### config.mk
export PLATFORM = sky130hd
export DESIGN_NAME = mvb_queue
export DESIGN_NICKNAME = d
export VERILOG_FILES = /design/src/hw/rtl/mvb_pkg.sv /design/src/hw/rtl/mvb_queue.sv
export SDC_FILE = /design/constraint.sdc
export NUM_CORES = 1
export LEC_CHECK = 0
export CAP_MARGIN = 10
export CORE_UTILIZATION = 31
export CTS_CLUSTER_DIAMETER = 120
export CTS_CLUSTER_SIZE = 30
export DETAILED_ROUTE_END_ITERATION = 16
export DONT_BUFFER_PORTS = 1
export PLACE_DENSITY_LB_ADDON = 0.3
export SLEW_MARGIN = 20
export SYNTH_ARGS = -nofsm -noshare
export SYNTH_HDL_FRONTEND = slang
export SYNTH_SLANG_ARGS = --single-unit
### constraint.sdc
create_clock -name clk -period 2.5 [get_ports clk]
set_input_delay 0.125 -clock clk [delete_from_list [all_inputs] [get_ports clk]]
set_output_delay 0.125 -clock clk [all_outputs]
set_load 0.01 [all_outputs]
### src/hw/rtl/mvb_pkg.sv
// shared types, codes and sizes of the matrix-vector multiply with bias block
package mvb_pkg;

	// field widths
	localparam int VAL_W = 16;
	localparam int IDX_W = 4;
	localparam int OP_W  = 2;
	localparam int CFG_W = 5;
	localparam int ACC_W = 40;

	// default store sizes
	localparam int MAX_ROWS_DEF = 16;
	localparam int MAX_COLS_DEF = 16;

	// depth of the command queue between front and back
	localparam int QUEUE_DEPTH = 4;

	// register reset value and indexes
	localparam logic [CFG_W-1:0] CFG_RESET = 5'd16;
	localparam logic REG_ROWS = 1'b0;
	localparam logic REG_COLS = 1'b1;

	// input op codes
	localparam logic [OP_W-1:0] OP_WEIGHT = 2'd0;
	localparam logic [OP_W-1:0] OP_BIAS   = 2'd1;
	localparam logic [OP_W-1:0] OP_ELEM   = 2'd2;

	// command kinds held in the queue
	typedef enum logic [1:0] {
		CMD_WEIGHT,
		CMD_BIAS,
		CMD_ELEM
	} cmd_kind_t;

	typedef struct packed {
		cmd_kind_t                kind;
		logic [IDX_W-1:0]         row;
		logic [IDX_W-1:0]         col;
		logic signed [VAL_W-1:0]  value;
		logic                     last;
	} cmd_t;

endpackage

### src/hw/rtl/mvb_queue.sv
// short command queue between front and back
module mvb_queue (
	input  logic          clk,
	input  logic          arst_n,
	input  logic          push,
	input  mvb_pkg::cmd_t push_cmd,
	output logic          full,
	input  logic          pop,
	output logic          pop_valid,
	output mvb_pkg::cmd_t pop_cmd
);

	localparam int Depth = mvb_pkg::QUEUE_DEPTH;
	localparam int PW = (Depth > 1) ? $clog2(Depth) : 1;
	localparam int CW = $clog2(Depth + 1);

	mvb_pkg::cmd_t   slot_q [Depth];
	logic [PW-1:0]   wptr_q;
	logic [PW-1:0]   rptr_q;
	logic [CW-1:0]   count_q;
	logic            do_push;
	logic            do_pop;

	assign full      = count_q == CW'(Depth);
	assign pop_valid = count_q != '0;
	assign pop_cmd   = slot_q[rptr_q];
	assign do_push   = push && !full;
	assign do_pop    = pop && pop_valid;

	// storage
	always_ff @(posedge clk) begin
		if (do_push) begin
			slot_q[wptr_q] <= push_cmd;
		end
	end

	// pointers and fill count
	always_ff @(posedge clk or negedge arst_n) begin
		if (!arst_n) begin
			wptr_q  <= '0;
			rptr_q  <= '0;
			count_q <= '0;
		end else begin
			if (do_push) begin
				wptr_q <= (32'(wptr_q) == Depth - 1) ? '0 : wptr_q + PW'(1);
			end
			if (do_pop) begin
				rptr_q <= (32'(rptr_q) == Depth - 1) ? '0 : rptr_q + PW'(1);
			end
			if (do_push && !do_pop) begin
				count_q <= count_q + CW'(1);
			end else if (do_pop && !do_push) begin
				count_q <= count_q - CW'(1);
			end
		end
	end

endmodule

-- Word-level counts from Yosys, hierarchy flattened
Memories as Yosys holds them, arrays and structs flattened.
Cells that the tools add are included.
- input bits: 31
- memories: 1
- RAM bits: 108
- logic and storage cells: 26
- output and inout port bits: 29
- register bits: 7
- muxes and demuxes: 6
- $add $sub $neg: 4
- equality and inequality tests: 3
- reduce and logical (&&, ||, !) cells: 9
- memory list (memory ; depth ; width ; read ports ; clocked after Yosys merged registers in ; wr ports ; RTL line ; RTL):
    slot_q ; 4 ; 27 ; 1 ; 0 ; 1 ; mvb_queue.sv:17 ; mvb_pkg::cmd_t slot_q [Depth];
- operators by type and width (operator ; number):
    $mux 3 ; 2
    $add 2x1->2 const B ; 2
    $eq 2x2->1 const B ; 2
    $logic_and 1x1->1 ; 4
    $mux 2 ; 2
    $add 3x1->3 const B ; 1
    $eq 3x3->1 const B ; 1
    $logic_not 1->1 ; 3
    $reduce_bool 3->1 ; 1
    $sub 3x1->3 const B ; 1
    $mux 1 ; 2
    $reduce_bool 2->1 ; 1

-- Depth between registers and ports, before layout
- depth in word-level cells: 7
- gate-level depth with buffers: 8
- mapped depth without buffers: 8

-- Worst setup path before layout
No wires, ideal clock.
- path kind: register -> register
- start point: register wptr_q[0]
- end point: memory slot_q[3][0] (netlist name) (enable)
- period minus slack after synthesis: 2.166 ns
- buffers on the path: 0
- data required time: 2.089 ns
- stages on the path, launching flop included: 4
- setup time: 0.411 ns
- slack: 0.334 ns
- arrival: 1.754 ns
- path through: dfrtp_1 ha_1 nand2_1 nor2_1
- RTL lines (item ; RTL line ; RTL):
    from (decl) ; mvb_queue.sv:18 ; logic [PW-1:0] wptr_q;
    from (signal assigned) ; mvb_queue.sv:45 ; wptr_q <= (32'(wptr_q) == Depth - 1) ? '0 : wptr_q + PW'(1);
    to (decl) ; mvb_queue.sv:17 ;
Straight into the memory's write port.

==> results.md <==
- Worst hold path class: in -> async
- Setup TNS: 0 ps
- Initial core utilization: 32.3%
- DRT Pass-1 Iters: 4
- Setup ws final: 320 ps
- Area Overhead vs Synth: 26.9%
- Max-slew violation count: 0
- Max-Cap Viols: 0
- Layout Nets: 265
- DR DRC count: 0
- Setup Skew: around 7.4 ps
- Final Instance Area: between 5000 and 6000 µm²
- Register area share after synthesis: 78.4%
- Most frequent cells in the layout: edfxtp_1 (108), dlygate4sd3_1 (29), mux4_2 (26)
- Worst-Skew Late Latency: 410 ps
- Pwr dens: 1240 nW/µm²
- Vias per cell: 4.58
- Met2 GRT Util: 20.2%
- Gr ovfl total: 0
- Worst r2r dst: count_q[2]$_DFFE_PN0P_
- R2r setup slk: 360 ps
- Worst reg-to-reg path cell count: 8
- Vias in the first global route: 2127
- Ant diodes: 0
- Hold Fails Final Rpt: 0
- Min cycle time layout: 2180 ps
- CTS clk-pin slew, worst paths: 50 ps
- Clock tree buffer depth: 2
- Initial antenna violation count: 0
- Max Fclk: 459 MHz
- Status: completed
- DP Worst Slack: ~370 ps
- Antenna-violating nets left: 0
- Largest net degree at the start of global routing: 20
- GRT Total Usage: 12.6%
- # Post-CTS Setup Buffers: 0
- IO buf count: 0
- RePlAce Congestion: 0.630
- Final critical-path share of the clock period: 87.2%
- Die height: 121 µm
- Met1 global-route usage: 14.3%
- HPWL after DPL: 4910 µm
- Row count: 42
- Vias: roughly 1900
- Die width: 121 µm
- Critical path class: reg -> out
- Busiest grt layer: met2
- Global-route wire length before repair: 12500 µm
- Post-cts resize count: 0
- Synth cell types: 21
- Pleak: 1.84 nW
- Critical path origin: rptr_q[0]$_DFFE_PN0P_
- Slew margin rel.: between 50% and 60%
- Drt initial violations: 103
- Most common cell after layout, fill and taps aside: edfxtp_1
- Post-synthesis net count: 216
- WL final: 8100 µm
- Arr. time, crit path: 2060 ps
- Syn_area_per_cell: around 24 µm²
- CP Max Fanout: 19
- Max IR drop VDD: 0.569 mV
- Core area: 13500 µm²
- H-Tree Depth: 4
- Placed inst area: approximately 4600 µm²
- Worst Tran Pin Value: 682 ps
- Met3 GRT Util: 5.05%
- Synth warn: 0
- Hold-fix buffers at CTS: 29
- CP endpoint kind: output pin
- CTS tree: built
- Sink Count: approximately 120
- Post-Syn Area: roughly 4400 µm²
- Cts bufs inserted: 17
- Post-detailed-route wirelength per cell: 19.5 µm
- Unrepaired setup endpoints after global routing: false
- Crit path to: pop_cmd[11]
- Mapped Cells: ~180
- CP startpoint kind: register
- Layout cells sized above 1: 30.8%
- Final setup violation count: 0
- WP data required: 2380 ps
- Die area: 14500 µm²
- FF-to-FF Start: count_q[0]$_DFFE_PN0P_
- Clock root cell: clkbuf_16
- Io pins: 60
- Synth Register Bits: 115
[flip-flops by register name, indices dropped and copies added (netlist names)]
name and count:
wptr_q 2, count_q 3, rptr_q 2, slot_q 108
[synthesized netlist by cell type, drive strengths merged]
cell type	instances	share of area [%]
edfxtp	108	74
mux4	27	14
dfrtp	7	4.0
buf	6	1.2
ha	6	1.7
mux2	5	1.3
nor2	4	0.34
and2	3	0.43
inv	3	0.26
nand2	2	0.34
xor2	2	0.40
fa	1	0.46
nor2b	1	0.20
nor3b	1	0.43
or3	1	0.26
xnor2	1	0.20
[how the worst min path moves through the flow]
stage | start | to | slack [ps] | cells past startpoint
after global placement | arst_n | count_q[2]$_DFFE_PN0P_ | -170 | 0
after CTS | arst_n | count_q[2]$_DFFE_PN0P_ | 50 | 1
after global routing | arst_n | wptr_q[1]$_DFFE_PN0P_ | 60 | 1
after detailed placement | arst_n | count_q[2]$_DFFE_PN0P_ | -170 | 0
final | arst_n | count_q[2]$_DFFE_PN0P_ | 50 | 1
after floorplan | arst_n | count_q[0]$_DFFE_PN0P_ | -170 | 0
[area by class of cell]
cell class	instances	area, µm²
inverters	3	11.3
multi-input cells	54	888
clock inverters	12	163
clock buffers	20	437
well taps	176	220
repair buffers	36	393
fillers	1185	7970
flip-flops and latches	115	3420
[worst max-delay path: stages (launching register included)]
cell     delay [ps]
dfrtp_2         800
buf_12          250
mux4_2          580
[metal layers]
layer | wire length [µm] | vias to the layer above
met1 | 3400 | 996
li1 | - | 843
met4 | 162 | 0
met5 | 0 | -
met2 | 4080 | 55
met3 | 453 | 12
[cells by family after synthesis]
kind of cell | synth area share (%)
AND/OR/NAND/NOR | 2.01
XOR/XNOR | 0.603
flip-flops | 78.4
adder cells (fa/ha/maj) | 2.18
multiplexers | 15.3
buffers and inverters | 1.49
[through the flow]
step | instances | hold slack [ps] | total power, mW | util (%)
2_1_floorplan | 178 | -171 | 3.99 | -
3_3_place_gp | 355 | -170 | 4.43 | 34.4
3_5_place_dp | 355 | -170 | 4.47 | 34.4
4_1_cts | 416 | 45.5 | 7.01 | 41.0
5_1_grt | 416 | 62.3 | 7.22 | 41.0
6_report | 416 | 51.9 | 6.87 | 41.0
[power by group]
part           internal [mW]  switching, mW  total [mW]
combinational          0.759          0.825        1.58
clock                   1.65          0.808        2.46
sequential              2.56          0.270        2.83
Power figures use the tool's default switching activity.
