## src/hw/rtl/mvb_pkg.sv

```systemverilog
// shared types, codes and sizes of the matrix-vector multiply with bias block
package mvb_pkg;

	// field widths
	localparam int VAL_W = 16;
	localparam int IDX_W = 4;
	localparam int OP_W  = 2;
	localparam int CFG_W = 5;
	localparam int ACC_W = 40;

	// default store sizes
	localparam int MAX_ROWS_DEF = 16;
	localparam int MAX_COLS_DEF = 16;

	// depth of the command queue between front and back
	localparam int QUEUE_DEPTH = 4;

	// register reset value and indexes
	localparam logic [CFG_W-1:0] CFG_RESET = 5'd16;
	localparam logic REG_ROWS = 1'b0;
	localparam logic REG_COLS = 1'b1;

	// input op codes
	localparam logic [OP_W-1:0] OP_WEIGHT = 2'd0;
	localparam logic [OP_W-1:0] OP_BIAS   = 2'd1;
	localparam logic [OP_W-1:0] OP_ELEM   = 2'd2;

	// command kinds held in the queue
	typedef enum logic [1:0] {
		CMD_WEIGHT,
		CMD_BIAS,
		CMD_ELEM
	} cmd_kind_t;

	typedef struct packed {
		cmd_kind_t                kind;
		logic [IDX_W-1:0]         row;
		logic [IDX_W-1:0]         col;
		logic signed [VAL_W-1:0]  value;
		logic                     last;
	} cmd_t;

endpackage

```

## src/hw/rtl/mvb_if.sv

```systemverilog
// item and result channels of the matrix-vector multiply with bias block
interface mvb_item_if;
	logic               valid;
	logic               ready;
	logic [1:0]         op;
	logic [3:0]         row_index;
	logic [3:0]         col_index;
	logic signed [15:0] value;

	modport source (output valid, output op, output row_index, output col_index,
		output value, input ready);
	modport sink (input valid, input op, input row_index, input col_index,
		input value, output ready);
endinterface


```

## src/hw/rtl/mvb_front.sv

```systemverilog
// front end: accepts items, drops the ones with no effect, tags the vector end
module mvb_front #(
	parameter int MAX_ROWS = mvb_pkg::MAX_ROWS_DEF,
	parameter int MAX_COLS = mvb_pkg::MAX_COLS_DEF
) (
	mvb_item_if.sink                  items,
	input  logic [mvb_pkg::CFG_W-1:0] ncols,
	input  logic                      q_full,
	output logic                      push,
	output mvb_pkg::cmd_t             push_cmd
);

	logic keep;

	assign items.ready = !q_full;

	// classify the item by op and range
	always_comb begin
		keep           = 1'b0;
		push_cmd.kind  = mvb_pkg::CMD_ELEM;
		push_cmd.row   = items.row_index;
		push_cmd.col   = items.col_index;
		push_cmd.value = items.value;
		push_cmd.last  = 1'b0;
		case (items.op)
			mvb_pkg::OP_WEIGHT: begin
				push_cmd.kind = mvb_pkg::CMD_WEIGHT;
				keep = (32'(items.row_index) < MAX_ROWS) && (32'(items.col_index) < MAX_COLS);
			end
			mvb_pkg::OP_BIAS: begin
				push_cmd.kind = mvb_pkg::CMD_BIAS;
				keep = 32'(items.row_index) < MAX_ROWS;
			end
			mvb_pkg::OP_ELEM: begin
				push_cmd.kind = mvb_pkg::CMD_ELEM;
				keep = 5'(items.col_index) < ncols;
				push_cmd.last = 5'(items.col_index) == (ncols - 5'd1);
			end
			default: keep = 1'b0;
		endcase
	end

	assign push = items.valid && items.ready && keep;

endmodule

```

## src/flat_wrapper.sv

```systemverilog
// flat-port wrapper written by rule: the top's interface ports become plain ports
module mvb_front_flat 
#(
	parameter int MAX_ROWS = mvb_pkg::MAX_ROWS_DEF,
	parameter int MAX_COLS = mvb_pkg::MAX_COLS_DEF
)
  (ncols, q_full, push, push_cmd, items_valid, items_op, items_row_index, items_col_index, items_value, items_ready);
  mvb_item_if items_i ();
  input  logic [mvb_pkg::CFG_W-1:0] ncols;
  input  logic q_full;
  output logic push;
  output mvb_pkg::cmd_t push_cmd;
  input wire logic [$bits(items_i.valid)-1:0] items_valid;
  input wire logic [$bits(items_i.op)-1:0] items_op;
  input wire logic [$bits(items_i.row_index)-1:0] items_row_index;
  input wire logic [$bits(items_i.col_index)-1:0] items_col_index;
  input wire logic [$bits(items_i.value)-1:0] items_value;
  output wire logic [$bits(items_i.ready)-1:0] items_ready;
  assign items_i.valid = items_valid;
  assign items_i.op = items_op;
  assign items_i.row_index = items_row_index;
  assign items_i.col_index = items_col_index;
  assign items_i.value = items_value;
  assign items_ready = items_i.ready;
  mvb_front #(.MAX_ROWS(MAX_ROWS), .MAX_COLS(MAX_COLS)) u_core (.items(items_i), .ncols(ncols), .q_full(q_full), .push(push), .push_cmd(push_cmd));
endmodule
```

## config.mk

```make
export PLATFORM = sky130hd
export DESIGN_NAME = mvb_front_flat
export DESIGN_NICKNAME = d
export VERILOG_FILES = /design/src/hw/rtl/mvb_pkg.sv /design/src/hw/rtl/mvb_if.sv /design/src/hw/rtl/mvb_front.sv /design/src/flat_wrapper.sv
export SDC_FILE = /design/constraint.sdc
export NUM_CORES = 1
export LEC_CHECK = 0
export BUFFER_PORTS_ARGS = -buffer_cell sky130_fd_sc_hd__buf_2
export CORE_MARGIN = 2
export CORE_UTILIZATION = 31
export DETAILED_ROUTE_END_ITERATION = 6
export GPL_TIMING_DRIVEN = 0
export PLACE_DENSITY = 0.81
export SLEW_MARGIN = 20
export SYNTH_ARGS = -nofsm -noshare
export SYNTH_HDL_FRONTEND = slang
export SYNTH_SLANG_ARGS = --single-unit
```

## constraint.sdc

```tcl
create_clock -name vclk -period 1.73
set_input_delay 0.173 -clock vclk [all_inputs]
set_output_delay 0.173 -clock vclk [all_outputs]
set_load 0.02 [all_outputs]
```

### After elaboration in Yosys (flattened, before gate mapping)

Cells that the tools add are included.

* add/subtract/negate cells: 1
* magnitude comparators: 1
* equality and inequality tests: 3
* muxes and demuxes: 3
* reduce and logical (&&, ||, !) cells: 5

Operators by type and width (number)
* 4-bit by 5-bit == test with 1-bit output: 1
* 4-bit by 5-bit less-than comparator with 1-bit output: 1
* 5-bit by 1-bit subtractor with 5-bit output, second input constant: 1
* 2-bit case mux with 2 select lines: 1
* 2-bit by 1-bit == test with 1-bit output, second input constant: 1
* 2-bit == test, second input constant: 1
* 1-bit logical AND: 2
* 2-bit zero test: 1
* 1-bit case mux with 2 select lines: 1
* 2-bit OR reduction: 1
* 1-bit zero test: 1
* 1-bit 2-to-1 mux: 1

* register bits after elaboration: 0
* input bits: 33
* output and inout bits: 29
* logic and storage cells: 13

### Logic depth before layout (Yosys ltp)

* word-level depth: 4
* depth in mapped cells: 6
* depth with buffers taken out: 6

### Worst setup path after synthesis

No wires, ideal clock.

* path kind: input -> output
* start point: in ncols[1] (netlist name)
* end point: out push
* arrival: 1.837 ns
* required time: 1.557 ns
* setup slack: -0.280 ns
* stages: 6
* buffers on the path: 0
* cell sequence: inv_1 -> ha_1 -> nor2b_1 -> o211ai_1 -> a21oi_1 -> a2111oi_0

* cells in the longest elaborated chain, start to end: 3

RTL lines
* start: declaration: RTL line flat_wrapper.sv:9 `input logic [mvb_pkg::CFG_W-1:0] ncols;`
* 4-bit by 5-bit less-than comparator with 1-bit output: RTL line mvb_front.sv:36 `keep = 5'(items.col_index) < ncols;`
* 1-bit case mux with 2 select lines: RTL line mvb_front.sv:25 `case (items.op)`
* 1-bit logical AND: RTL line mvb_front.sv:43 `assign push = items.valid && items.ready && keep;`
* end: declaration: RTL line flat_wrapper.sv:11 `output logic push;`

Every way passes these cells.

==> results.tsv <==
metric	value	unit
io_buffers	42	
clkbuf_count	0	
antenna_found_initial	0	
postCtsHoldBufs	0	
dp_hpwl	891	um
outcome	finished clean	
place.gp.congestion	0.724	
initial_core_util	32.6	%
drive_gt1_share	71.7	%
fp.coreArea	1270	um^2
grt_max_degree	7	
fillerInstances	127	
max_freq	615	MHz
crit_arrival	1450	ps
rows	13	
synthCells	57	
max_cap_viol_count	0	
die_area	1640	um^2
grt_pass1_vias	310	
gr-usage-met3	0.556	%
fin_crit	1630	ps
ant_nets	0	
multi_input_area	223	um^2
powerDensity	285	nW/um^2
gr-usage-met2	21.0	%
drc	0	
synthTopCellsByArea	buf_4, ha_1, inv_1	
die_y	40.6	um
grt_pass1_wl	1080	um
grt_usage	9.12	%
avgSynthCellArea	7.27	um^2
num_antenna_cells	0	
finalMaxSlewViolations	0	
die_w	40.6	um
yosys.area.top_type_share	43.5	%
syn-cell-area	414	um^2
utilization	52.4	%
required	1560	ps
ys_seq_area_share	0	%
end_kind	output port	
post-place-cells	114	
min_path_type	in2out	
crit_type	in2out	
finalHoldViolations	0	
overflow	0	
leakagePower	0.399	nW
final_cell_mix	buf_2, buf_4, inv_1	
start_kind	input pin	
crit_fanout	4	
final_common_cell	buf_2	
final_cells	114	
drt_iter0_markers	1	
postCtsSetupRepairBufs	0	
rsz0062_at_grt	no	
yosysWarnings	0	
slew_headroom	80.5	%
seq_cell_count	0	
peakVddDrop	0.104	mV
finalSetupViolCount	0	
num_io_pins	62	
synth_cell_types	18	
busiest_layer	met2	
seq_area	0	um^2
min_period_over_period	94.0	%
wl	924	um
synth.largest_area_cell	buf_4	
grt_use_met1	8.65	%
area_delta_synth_final	60.4	%
nets	139	
avgViaCountPerCell	4.17	
firstDrtPassIters	2	
syn_nets	95	
wl_per_cell	8.11	um
num_vias	475	
worst_pin_slew	292	ps
## final timing paths
check / start / end / slack, ps / cells past startpoint
hold / removal: items_value[3] / push_cmd[4] / 560 / 2
setup / recovery: ncols[0] / push_cmd[0] / 100 / 8
## synth_stat cells (all sizes together)
cell and count:
xnor2 3, nand2b 1, nand4 1, and3 1, clkbuf 1, nand3b 1, o211ai 1, inv 7
a2111oi 2, buf 24, nor2b 2, nor2 2, nor3 2, xor2 1, a211o 1, a21oi 2
ha 5
## where the power goes
group | total [mW] | internal, mW | leakage, nW | switching (mW)
logic | 0.189 | 0.0932 | 0.399 | 0.0962
registers | 0 | 0 | 0 | 0
clock network | 0 | 0 | 0 | 0
total | 0.189 | 0.0932 | 0.399 | 0.0962
## critical path, cell delays in order
cell and delay, ps:
buf_2 120, inv_2 60, ha_4 150, and3_1 150, nor3_1 40, a211o_1 270, a2111oi_2 290, buf_4 200
## area by class of cell
| type | instances | area share, % |
|---|---|---|
| Buffer | 25 | 27.7 |
| Inverter | 7 | 3.95 |
| Multi-Input combinational cell | 25 | 33.5 |
| Timing Repair Buffer | 42 | 32.0 |
| Tap cell | 15 | 2.82 |
## layer usage
| metal | share of wire, % | vias up |
|---|---|---|
| met5 | 0 | - |
| met4 | 0 | 0 |
| li1 | - | 248 |
| met1 | 33 | 196 |
| met2 | 52 | 31 |
| met3 | 15 | 0 |
## logic make-up after synthesis
group | after synthesis | synth area share (%)
XOR/XNOR | 4 | 8.46
adder cells (fa/ha/maj) | 5 | 15.1
AO/OA/AOI/OAI | 6 | 12.1
AND/OR/NAND/NOR | 10 | 13.6
buffers and inverters | 32 | 50.8
## what timing repair did
action / CTS / global route
pin swaps: 0 / 1
gates resized for setup: 3 / 2
endpoints found under the setup margin: 1 / 1
endpoints found under the hold margin: 0 / 0
## through the flow
| step | area [um^2] | setup TNS, ps | setup slack (ps) | hold slack [ps] | power, mW |
|---|---|---|---|---|---|
| finish | 664 | 0 | 104 | 563 | 0.189 |
| global route | 664 | 0 | 15.7 | 569 | 0.208 |
| CTS | 662 | 0 | 0.769 | 563 | 0.191 |
| detailed placement | 649 | -61.0 | -61.0 | 563 | 0.187 |
| global placement | 649 | -50.6 | -50.6 | 564 | 0.182 |
| floorplan | 420 | 0 | 37.5 | 404 | 0.127 |
Power figures use the tool's default switching activity.
